==> src/rtl/lcg_shuffle_cbc_block_decrypt_top_macros.svh <==
// Assertion macros shared by the block decryptor's modules.
`ifndef LCG_SHUFFLE_CBC_BLOCK_DECRYPT_TOP_MACROS_SVH
`define LCG_SHUFFLE_CBC_BLOCK_DECRYPT_TOP_MACROS_SVH

// Same-cycle implication, switched off while reset is held.
`define LSC_ASSERT_IMPL(lbl, clk_s, rstn_s, ante, cons, msg) \
  lbl: assert property (@(posedge clk_s) disable iff (!rstn_s) (ante) |-> (cons)) \
    else $error(msg);

// Next-cycle implication, switched off while reset is held.
`define LSC_ASSERT_NEXT(lbl, clk_s, rstn_s, ante, cons, msg) \
  lbl: assert property (@(posedge clk_s) disable iff (!rstn_s) (ante) |=> (cons)) \
    else $error(msg);

`endif

==> src/rtl/lsc_pkg.sv <==
// Types and constants of the block decryptor.
`default_nettype none
package lsc_pkg;

  localparam int unsigned BLOCK_BYTES = 16;
  localparam int unsigned BLOCK_W     = 8 * BLOCK_BYTES;

  // Byte generator: next = (109 * g + 57) mod 256.
  localparam logic [7:0] GEN_MUL = 8'd109;
  localparam logic [7:0] GEN_ADD = 8'd57;

  // Largest legal pad and the full block count.
  localparam logic [7:0] PAD_MAX    = 8'd16;
  localparam logic [4:0] FULL_COUNT = 5'd16;

  // Configuration register addresses.
  localparam logic [1:0] CFG_ADDR_SEED = 2'd0;

  typedef struct packed {
    logic [63:0] cipher_low;
    logic [63:0] cipher_high;
    logic        first_block;
    logic        last_block;
  } in_item_t;

  typedef struct packed {
    logic [63:0] plain_low;
    logic [63:0] plain_high;
    logic [4:0]  byte_count;
    logic        bad_padding;
  } out_item_t;

  // A classified block as handed from the front queue to the engine.
  typedef struct packed {
    logic               needs_iv;
    logic               is_last;
    logic [BLOCK_W-1:0] cipher;
  } job_t;

endpackage
`default_nettype wire

==> src/rtl/lsc_front.sv <==
// Input queue that takes words and classifies them into engine jobs.
`default_nettype none
`include "lcg_shuffle_cbc_block_decrypt_top_macros.svh"
module lsc_front #(
  parameter int unsigned DEPTH = 2
) (
  input  wire logic             clk,
  input  wire logic             rst_n,
  input  wire logic             push,
  output logic                  full,
  input  wire lsc_pkg::in_item_t in_data,
  output logic                  job_valid,
  input  wire logic             job_ready,
  output lsc_pkg::job_t         job
);

  localparam int unsigned PTR_W = (DEPTH > 1) ? $clog2(DEPTH) : 1;
  localparam int unsigned CNT_W = $clog2(DEPTH + 1);

  lsc_pkg::job_t    q_r [DEPTH];
  logic [PTR_W-1:0] wr_ptr_r, wr_ptr_nxt;
  logic [PTR_W-1:0] rd_ptr_r, rd_ptr_nxt;
  logic [CNT_W-1:0] cnt_r, cnt_nxt;
  logic             enq, deq;
  lsc_pkg::job_t    job_in;

  assign full      = (cnt_r == CNT_W'(DEPTH));
  assign job_valid = (cnt_r != '0);
  assign enq       = push && !full;
  assign deq       = job_valid && job_ready;
  assign job       = q_r[rd_ptr_r];

  always_comb begin
    job_in.needs_iv = in_data.first_block;
    job_in.is_last  = in_data.last_block;
    job_in.cipher   = {in_data.cipher_high, in_data.cipher_low};
  end

  always_comb begin
    wr_ptr_nxt = wr_ptr_r;
    rd_ptr_nxt = rd_ptr_r;
    cnt_nxt    = cnt_r;
    if (enq) begin
      wr_ptr_nxt = (wr_ptr_r == PTR_W'(DEPTH - 1)) ? '0 : wr_ptr_r + 1'b1;
    end
    if (deq) begin
      rd_ptr_nxt = (rd_ptr_r == PTR_W'(DEPTH - 1)) ? '0 : rd_ptr_r + 1'b1;
    end
    if (enq && !deq) begin
      cnt_nxt = cnt_r + 1'b1;
    end else if (deq && !enq) begin
      cnt_nxt = cnt_r - 1'b1;
    end
  end

  always_ff @(posedge clk) begin
    if (!rst_n) begin
      wr_ptr_r <= '0;
      rd_ptr_r <= '0;
      cnt_r    <= '0;
    end else begin
      wr_ptr_r <= wr_ptr_nxt;
      rd_ptr_r <= rd_ptr_nxt;
      cnt_r    <= cnt_nxt;
    end
  end

  always_ff @(posedge clk) begin
    if (enq) begin
      q_r[wr_ptr_r] <= job_in;
    end
  end

  `LSC_ASSERT_IMPL(a_cnt_bound, clk, rst_n, 1'b1, cnt_r <= CNT_W'(DEPTH), "queue overfilled")
  `LSC_ASSERT_NEXT(a_full_holds, clk, rst_n, full && !deq, full, "full dropped without a dequeue")
  `LSC_ASSERT_NEXT(a_enq_grows, clk, rst_n, enq && !deq, cnt_r == $past(cnt_r) + 1'b1, "enqueue lost")

endmodule
`default_nettype wire

==> src/rtl/lsc_engine.sv <==
// Decryption engine: chaining vector, keystream, shuffle and result register.
`default_nettype none
`include "lcg_shuffle_cbc_block_decrypt_top_macros.svh"
module lsc_engine (
  input  wire logic              clk,
  input  wire logic              rst_n,
  input  wire logic [7:0]        seed_byte,
  input  wire logic              job_valid,
  output logic                   job_ready,
  input  wire lsc_pkg::job_t     job,
  output logic                   empty,
  input  wire logic              pop,
  output lsc_pkg::out_item_t     out_data
);

  typedef enum logic [4:0] {
    ST_IDLE = 5'b00001,
    ST_IV   = 5'b00010,
    ST_KEY  = 5'b00100,
    ST_SHUF = 5'b01000,
    ST_DONE = 5'b10000
  } state_t;

  state_t                       state_r, state_nxt;
  logic [3:0]                   cnt_r, cnt_nxt;
  logic [7:0]                   gen_r, gen_nxt;
  logic [lsc_pkg::BLOCK_W-1:0]  chain_r, chain_nxt;
  logic [lsc_pkg::BLOCK_W-1:0]  cipher_r;
  logic                         last_r;
  logic [7:0]                   p_r [lsc_pkg::BLOCK_BYTES];
  logic [7:0]                   k_r [lsc_pkg::BLOCK_BYTES];
  logic                         outv_r, outv_nxt;
  lsc_pkg::out_item_t           out_r;

  logic [15:0]                  prod;
  logic [7:0]                   draw;
  logic                         take, load;
  logic [3:0]                   idx_a, idx_b;
  logic [7:0]                   byte_a, byte_b;
  logic [lsc_pkg::BLOCK_W-1:0]  plain;
  logic [7:0]                   pad;
  lsc_pkg::out_item_t           res;

  // One generator step per cycle.
  assign prod = 16'(lsc_pkg::GEN_MUL) * 16'(gen_r);
  assign draw = prod[7:0] + lsc_pkg::GEN_ADD;

  assign job_ready = (state_r == ST_IDLE);
  assign take      = job_valid && job_ready;
  assign load      = (state_r == ST_DONE) && (!outv_r || pop);
  assign empty     = !outv_r;
  assign out_data  = out_r;

  // The swaps run from byte 15 down, so the latest unused keystream byte sits in k_r[0].
  assign idx_a  = k_r[0][3:0];
  assign idx_b  = k_r[0][7:4];
  assign byte_a = p_r[idx_a];
  assign byte_b = p_r[idx_b];

  always_comb begin
    for (int j = 0; j < lsc_pkg::BLOCK_BYTES; j++) begin
      plain[8*j +: 8] = p_r[j] ^ chain_r[8*j +: 8];
    end
    pad             = plain[lsc_pkg::BLOCK_W-1 -: 8];
    res.plain_low   = plain[63:0];
    res.plain_high  = plain[127:64];
    res.byte_count  = lsc_pkg::FULL_COUNT;
    res.bad_padding = 1'b0;
    if (last_r) begin
      if (pad > lsc_pkg::PAD_MAX) begin
        res.bad_padding = 1'b1;
      end else begin
        res.byte_count = lsc_pkg::FULL_COUNT - pad[4:0];
      end
    end
  end

  always_comb begin
    state_nxt = state_r;
    cnt_nxt   = cnt_r;
    gen_nxt   = gen_r;
    chain_nxt = chain_r;
    outv_nxt  = outv_r;
    if (outv_r && pop) begin
      outv_nxt = 1'b0;
    end
    unique case (state_r)
      ST_IDLE: begin
        if (take) begin
          cnt_nxt = '0;
          if (job.needs_iv) begin
            gen_nxt   = seed_byte;
            state_nxt = ST_IV;
          end else begin
            state_nxt = ST_KEY;
          end
        end
      end
      ST_IV: begin
        gen_nxt                 = draw;
        chain_nxt[8*cnt_r +: 8] = draw;
        cnt_nxt                 = cnt_r + 1'b1;
        if (cnt_r == 4'hf) begin
          state_nxt = ST_KEY;
        end
      end
      ST_KEY: begin
        gen_nxt = draw;
        cnt_nxt = cnt_r + 1'b1;
        if (cnt_r == 4'hf) begin
          state_nxt = ST_SHUF;
        end
      end
      ST_SHUF: begin
        cnt_nxt = cnt_r + 1'b1;
        if (cnt_r == 4'hf) begin
          state_nxt = ST_DONE;
        end
      end
      ST_DONE: begin
        if (load) begin
          outv_nxt  = 1'b1;
          chain_nxt = cipher_r;
          state_nxt = ST_IDLE;
        end
      end
      default: begin
        state_nxt = ST_IDLE;
      end
    endcase
  end

  always_ff @(posedge clk) begin
    if (!rst_n) begin
      state_r <= ST_IDLE;
      cnt_r   <= '0;
      gen_r   <= '0;
      chain_r <= '0;
      outv_r  <= 1'b0;
    end else begin
      state_r <= state_nxt;
      cnt_r   <= cnt_nxt;
      gen_r   <= gen_nxt;
      chain_r <= chain_nxt;
      outv_r  <= outv_nxt;
    end
  end

  // Block datapath: ciphertext load, keystream XOR, the swap network and the result load.
  always_ff @(posedge clk) begin
    if (take) begin
      cipher_r <= job.cipher;
      last_r   <= job.is_last;
      for (int j = 0; j < lsc_pkg::BLOCK_BYTES; j++) begin
        p_r[j] <= job.cipher[8*j +: 8];
      end
    end
    if (state_r == ST_KEY) begin
      p_r[cnt_r] <= p_r[cnt_r] ^ draw;
      k_r[0]     <= draw;
      for (int j = 1; j < lsc_pkg::BLOCK_BYTES; j++) begin
        k_r[j] <= k_r[j-1];
      end
    end
    if (state_r == ST_SHUF) begin
      for (int j = 0; j < lsc_pkg::BLOCK_BYTES; j++) begin
        if (4'(j) == idx_a) begin
          p_r[j] <= byte_b;
        end else if (4'(j) == idx_b) begin
          p_r[j] <= byte_a;
        end
      end
      for (int j = 0; j < lsc_pkg::BLOCK_BYTES - 1; j++) begin
        k_r[j] <= k_r[j+1];
      end
    end
    if (load) begin
      out_r <= res;
    end
  end

  `LSC_ASSERT_NEXT(a_iv_first, clk, rst_n, take && job.needs_iv, state_r == ST_IV,
                   "first block skipped vector derivation")
  `LSC_ASSERT_NEXT(a_key_to_shuf, clk, rst_n, state_r == ST_KEY && cnt_r == 4'hf,
                   state_r == ST_SHUF, "keystream did not end in shuffle")
  `LSC_ASSERT_NEXT(a_chain_steady, clk, rst_n, state_r == ST_SHUF, $stable(chain_r),
                   "chaining vector moved during shuffle")

endmodule
`default_nettype wire

==> src/rtl/lcg_shuffle_cbc_block_decrypt_top.sv <==
// Top level of the shuffle and chaining block decryptor.
//
//   channel  | handshake                | payload
//   ---------+--------------------------+-----------------------------
//   input    | push / full              | in_data  (lsc_pkg::in_item_t)
//   result   | empty / pop              | out_data (lsc_pkg::out_item_t)
//   config   | psel/penable/pwrite/...  | seed_byte at byte address 0
//
// The engine takes no new block until it is through with the last: it accepts
// a block, makes 16 keystream draws, does 16 swaps and finishes it; a first
// block's chaining vector costs 16 more generator draws before the keystream,
// with a single generator step per cycle.
// Reset is synchronous and active low and clears all control state at once.
// The input queue takes words until full while the engine works, and a finished
// word waits in the result register; only a second finished word stalls the engine.
`default_nettype none
module lcg_shuffle_cbc_block_decrypt_top #(
  parameter int unsigned QUEUE_DEPTH = 2
) (
  input  wire logic               clk,
  input  wire logic               rst_n,
  input  wire logic               push,
  output logic                    full,
  input  wire lsc_pkg::in_item_t  in_data,
  output logic                    empty,
  input  wire logic               pop,
  output lsc_pkg::out_item_t      out_data,
  input  wire logic               psel,
  input  wire logic               penable,
  input  wire logic               pwrite,
  input  wire logic [1:0]         paddr,
  input  wire logic [31:0]        pwdata,
  output logic [31:0]             prdata,
  output logic                    pready
);

  logic [7:0]    seed_r, seed_nxt;
  logic          job_valid;
  logic          job_ready;
  lsc_pkg::job_t job;

  assign pready = 1'b1;
  assign prdata = (paddr == lsc_pkg::CFG_ADDR_SEED) ? {24'b0, seed_r} : 32'b0;

  always_comb begin
    seed_nxt = seed_r;
    if (psel && penable && pwrite && pready && (paddr == lsc_pkg::CFG_ADDR_SEED)) begin
      seed_nxt = pwdata[7:0];
    end
  end

  always_ff @(posedge clk) begin
    if (!rst_n) begin
      seed_r <= '0;
    end else begin
      seed_r <= seed_nxt;
    end
  end

  lsc_front #(
    .DEPTH (QUEUE_DEPTH)
  ) u_front (
    .clk       (clk),
    .rst_n     (rst_n),
    .push      (push),
    .full      (full),
    .in_data   (in_data),
    .job_valid (job_valid),
    .job_ready (job_ready),
    .job       (job)
  );

  lsc_engine u_engine (
    .clk       (clk),
    .rst_n     (rst_n),
    .seed_byte (seed_r),
    .job_valid (job_valid),
    .job_ready (job_ready),
    .job       (job),
    .empty     (empty),
    .pop       (pop),
    .out_data  (out_data)
  );

endmodule
`default_nettype wire

==> config.mk <==
export PLATFORM = sky130hd
export DESIGN_NAME = lcg_shuffle_cbc_block_decrypt_top
export DESIGN_NICKNAME = d
export VERILOG_FILES = /design/src/rtl/lsc_pkg.sv /design/src/rtl/lsc_front.sv /design/src/rtl/lsc_engine.sv /design/src/rtl/lcg_shuffle_cbc_block_decrypt_top.sv
export VERILOG_INCLUDE_DIRS = /design/src /design/src/rtl
export SDC_FILE = /design/constraint.sdc
export NUM_CORES = 2
export LEC_CHECK = 0
export BUFFER_PORTS_ARGS = -buffer_cell sky130_fd_sc_hd__buf_2
export CAP_MARGIN = 25
export CORE_MARGIN = 3
export CORE_UTILIZATION = 40
export CTS_BUF_LIST = sky130_fd_sc_hd__clkbuf_4 sky130_fd_sc_hd__clkbuf_8
export CTS_CLUSTER_DIAMETER = 40
export CTS_CLUSTER_SIZE = 16
export DETAILED_ROUTE_END_ITERATION = 7
export GPL_ROUTABILITY_DRIVEN = 1
export PLACE_DENSITY = 0.54
export SETUP_SLACK_MARGIN = 0.2
export SYNTH_ARGS = -nofsm -noshare
export SYNTH_HDL_FRONTEND = slang
export SYNTH_HIERARCHICAL = 1
export SYNTH_SLANG_ARGS = --single-unit
==> constraint.sdc <==
create_clock -name clk -period 12.2 [get_ports clk]
set_input_delay 0.61 -clock clk [delete_from_list [all_inputs] [get_ports clk]]
set_output_delay 0.61 -clock clk [all_outputs]
set_load 0.02 [all_outputs]
==> run summary <==
post-CTS setup buffer count = 0
flops & latches, synth = 942
reg-to-reg endpoint = u_engine/p_r[15][7]
Post-Syn Instances = 3255
CTS Sinks = 942
GRT Total Usage = 27.8%
largest net degree at the start of global routing = 114
Root Driver = clkbuf_8
Pre-antenna DRT Iters = 6
YS warnings = 6
Overall Power = 12400 uW
Pleak = 0.0180 uW
hpwl dp = 109000 um
number of remaining DRC errors = 0
pwr dens = 245 nW/um^2
Final Non-Filler Cells = 5207
DRT antenna net count = 0
routed length per instance = 30.2 um
placed insts = 4791
CTS tree = done
slowest stage delay, CP = 0.96 ns
dpl ws = 7.07 ns
worst hold path class = in2reg
min Tclk post-route = 5.25 ns
Initial Util = 40.5%
Max clock buf depth = 3
Final Net Count = 3892
arrival time worst endpoint = 5.78 ns
Iter 0 DRT Violations = 3884
Hold Crit Endpoint = u_engine/outv_r
Mean Syn Cell Area = 13.2 um^2
H-tree levels = 4
Top Ports = 340
unrepaired setup endpoints after global routing = false
clock latency at the later pin of the worst-skew pair = 0.86 ns
post-cts sizing count = 0
Post-synth EDFFs = 779
# setup viols final = 0
Synth cell types = 86
die width = 333 um
via count = 31100
first-pass GRT wire length = 219000 um
Core Box Area = 106000 um^2
Max Freq = 0.190 GHz
peak supply drop = 0.000234 V
RD Place Congestion = 1.00
vias per cell = 5.97
Area Overhead vs Synth = 17.7%
Fin. Hold Viols = 0
Worst-path clk slew = 0.08 ns
status = finished clean
skew final = 0.0436 ns
Relative slew margins = 17.6%
Post-DP Area = 45600 um^2
post-synth design cell area = 42800 um^2
Worst Path Buf+Inv = 3
Final Cell Area = 50400 um^2
crit share post-route = 43.1%
worst r2r src = u_engine/gen_r[0]
Die Ht = 333 um
Max Cap Violations = 0
ys async rst share = 0%
dominant synthesized flop cell = edfxtp_1
worst hold path stage count = 3
crit path launch type = register
share of layout cells above drive strength 1 = 24.4%
Worst Tran Pin Value = 1.21 ns
sequential fraction of the synthesis area = 62.2%
min-delay src = pop
setup TNS = 0 ns
R2R Setup Slk = 6.95 ns
crit path cell chain = inv_2 > ha_1 > xor2_1 > ha_1 > a21oi_1 > fa_1 > inv_1 > ha_1 > a21oi_1 > o21ai_0 > xnor2_1 > xnor2_2 > buf_4 > xnor2_4 > a22oi_1
delay-heaviest family, CP = XOR/XNOR gates
row cnt = 119
Crit-path slowest cell = xnor2_4
Critical Path RT = 12.73 ns
vias in the first global route = 29300
Die ar. = 111000 um^2
grt ovf = 0
cell with the most instances on the worst path = ha_1
Reg2Reg Depth = 15
Final WS setup = 6.95 ns
CTS Buf Count = 144
DRT Wirelength = 157000 um
WS Path Type = reg2reg
initial antenna violation count = 10
Slew Limit Fails = 0
CP Capture Type = register
PortBufs = 290
crit path max fanout = 19
## power by group
group / internal [uW] / switching, uW / total [uW]
Combinational: 1270 / 2990 / 4260
Sequential: 4430 / 685 / 5110
Clock: 1570 / 1430 / 3000
## how the worst max path moves through the flow
stage,from,end,slack [ns],cells past startpoint
after floorplan,push,u_front/q_r[0][0],5.90,2
after global placement,u_engine/gen_r[0],u_engine/p_r[14][7],7.13,14
after detailed placement,u_engine/gen_r[0],u_engine/p_r[14][7],7.07,14
after CTS,u_engine/gen_r[0],u_engine/p_r[15][7],7.08,15
after global routing,u_engine/gen_r[0],u_engine/p_r[9][7],6.83,15
final,u_engine/gen_r[0],u_engine/p_r[15][7],6.95,15
## worst min-delay path, stage by stage
cell,delay [ns]
buf_2,0.11
nand2b_1,0.14
a21oi_1,0.07
## registers in the layout (all words and copies together), names as in the netlist, named ones only
register and flops:
u_engine/p_r 128, u_engine/state_r 5, u_front/cnt_r 2, u_front/q_r 260, u_engine/last_r 1, u_engine/cipher_r 128, u_engine/chain_r 128, seed_r 8
u_engine/outv_r 1, u_front/rd_ptr_r 1, u_engine/out_data 134, u_engine/cnt_r 4, u_engine/gen_r 8, u_engine/k_r 128, u_front/wr_ptr_r 1
## through the flow
stage	hold WS, ns	util [%]
finish	0.136	47.7
global route	0.0846	47.7
CTS	0.0373	47.6
detailed placement	0.433	43.2
global placement	0.433	43.0
floorplan	0.426	-
## Yosys cell counts, drive strengths merged, types with 3 or more instances
cell type / count / area share, %
nor3b: 3 / 0.053
fa: 3 / 0.14
a22o: 11 / 0.22
a221o: 3 / 0.070
a211oi: 84 / 1.5
o21a: 9 / 0.16
nand4: 15 / 0.22
a32oi: 48 / 0.98
a21oi: 155 / 1.9
a311oi: 13 / 0.31
inv: 23 / 0.20
mux4: 97 / 5.1
nor2b: 12 / 0.18
mux2: 135 / 3.6
and3: 13 / 0.19
nand2b: 13 / 0.19
edfxtp: 779 / 55
o211ai: 9 / 0.17
nand3: 40 / 0.47
o21ai: 54 / 0.64
o221ai: 73 / 1.5
a221oi: 74 / 1.5
nor3: 61 / 0.77
and4: 4 / 0.088
o22ai: 11 / 0.16
nor2: 201 / 1.8
a31oi: 8 / 0.13
mux2i: 38 / 0.89
dfxtp: 163 / 7.6
xor2: 138 / 2.8
xnor2: 25 / 0.60
o311ai: 5 / 0.10
buf: 143 / 2.1
clkbuf: 105 / 0.93
nand2: 488 / 4.3
a2111oi: 3 / 0.12
or2: 3 / 0.050
ha: 27 / 0.79
a21boi: 3 / 0.053
a22oi: 105 / 1.9
or3: 4 / 0.070
a21o: 9 / 0.16
and2: 28 / 0.43
## per-layer routing
layer  track usage [%]  share of wire, %  vias to the layer above  wire length (um)
met5                 0             0.052                        -                82
li1                  -                 -                    13400                 -
met1              38.4                41                    15400             64000
met4              13.2               5.1                        2              7970
met3              9.85                12                      427             19300
met2              38.9                42                     1915             65700
## timing repair
item / CTS / global route
endpoints found under the hold margin: 268 / 0
hold buffers: 138 / 0
endpoints found under the setup margin: 0 / 0
## kinds of logic (layout without fill, tap and decap cells)
family / Yosys count / in the layout / synth area share (%)
xor+xnor: 163 / 163 / 3.42
fa+ha+maj: 30 / 30 / 0.929
simple gates: 892 / 892 / 8.93
other cells: 2 / 28 / 0.0175
mux: 270 / 270 / 9.54
compound gates: 683 / 683 / 11.6
buf+inv: 273 / 808 / 3.29
flops: 942 / 942 / 62.2
## layout make-up
cell class                 count  area, um^2
antenna                        3        7.51
fill                        9516       55300
tap                         1391        1740
multi-input combinational   2063       15000
clock buffer                 163        2150
sequential                   942       26700
clock inverter               105        1150
timing repair buffer         515        3590
inverter                      25         116
## cells in the final DEF (no fill, tap or decap), drive strengths merged, types with 12 or more instances in the layout
master and instances:
buf 377, mux2i 38, nand2b 13, a22oi 105
a311oi 13, xor2 138, nor2 201, mux4 97
a221oi 74, inv 50, o21ai 54, a21oi 155
clkinvlp 16, ha 27, edfxtp 779, bufinv 15
nand2 488, a32oi 48, xnor2 25, dlygate4sd3 138
and2 28, clkinv 49, nand3 40, nand4 15
clkbuf 163, nor3 61, conb 25, o221ai 73
nor2b 12, mux2 135, dfxtp 163, and3 13
a211oi 84
No activity file was read; power rests on OpenSTA's default activity.
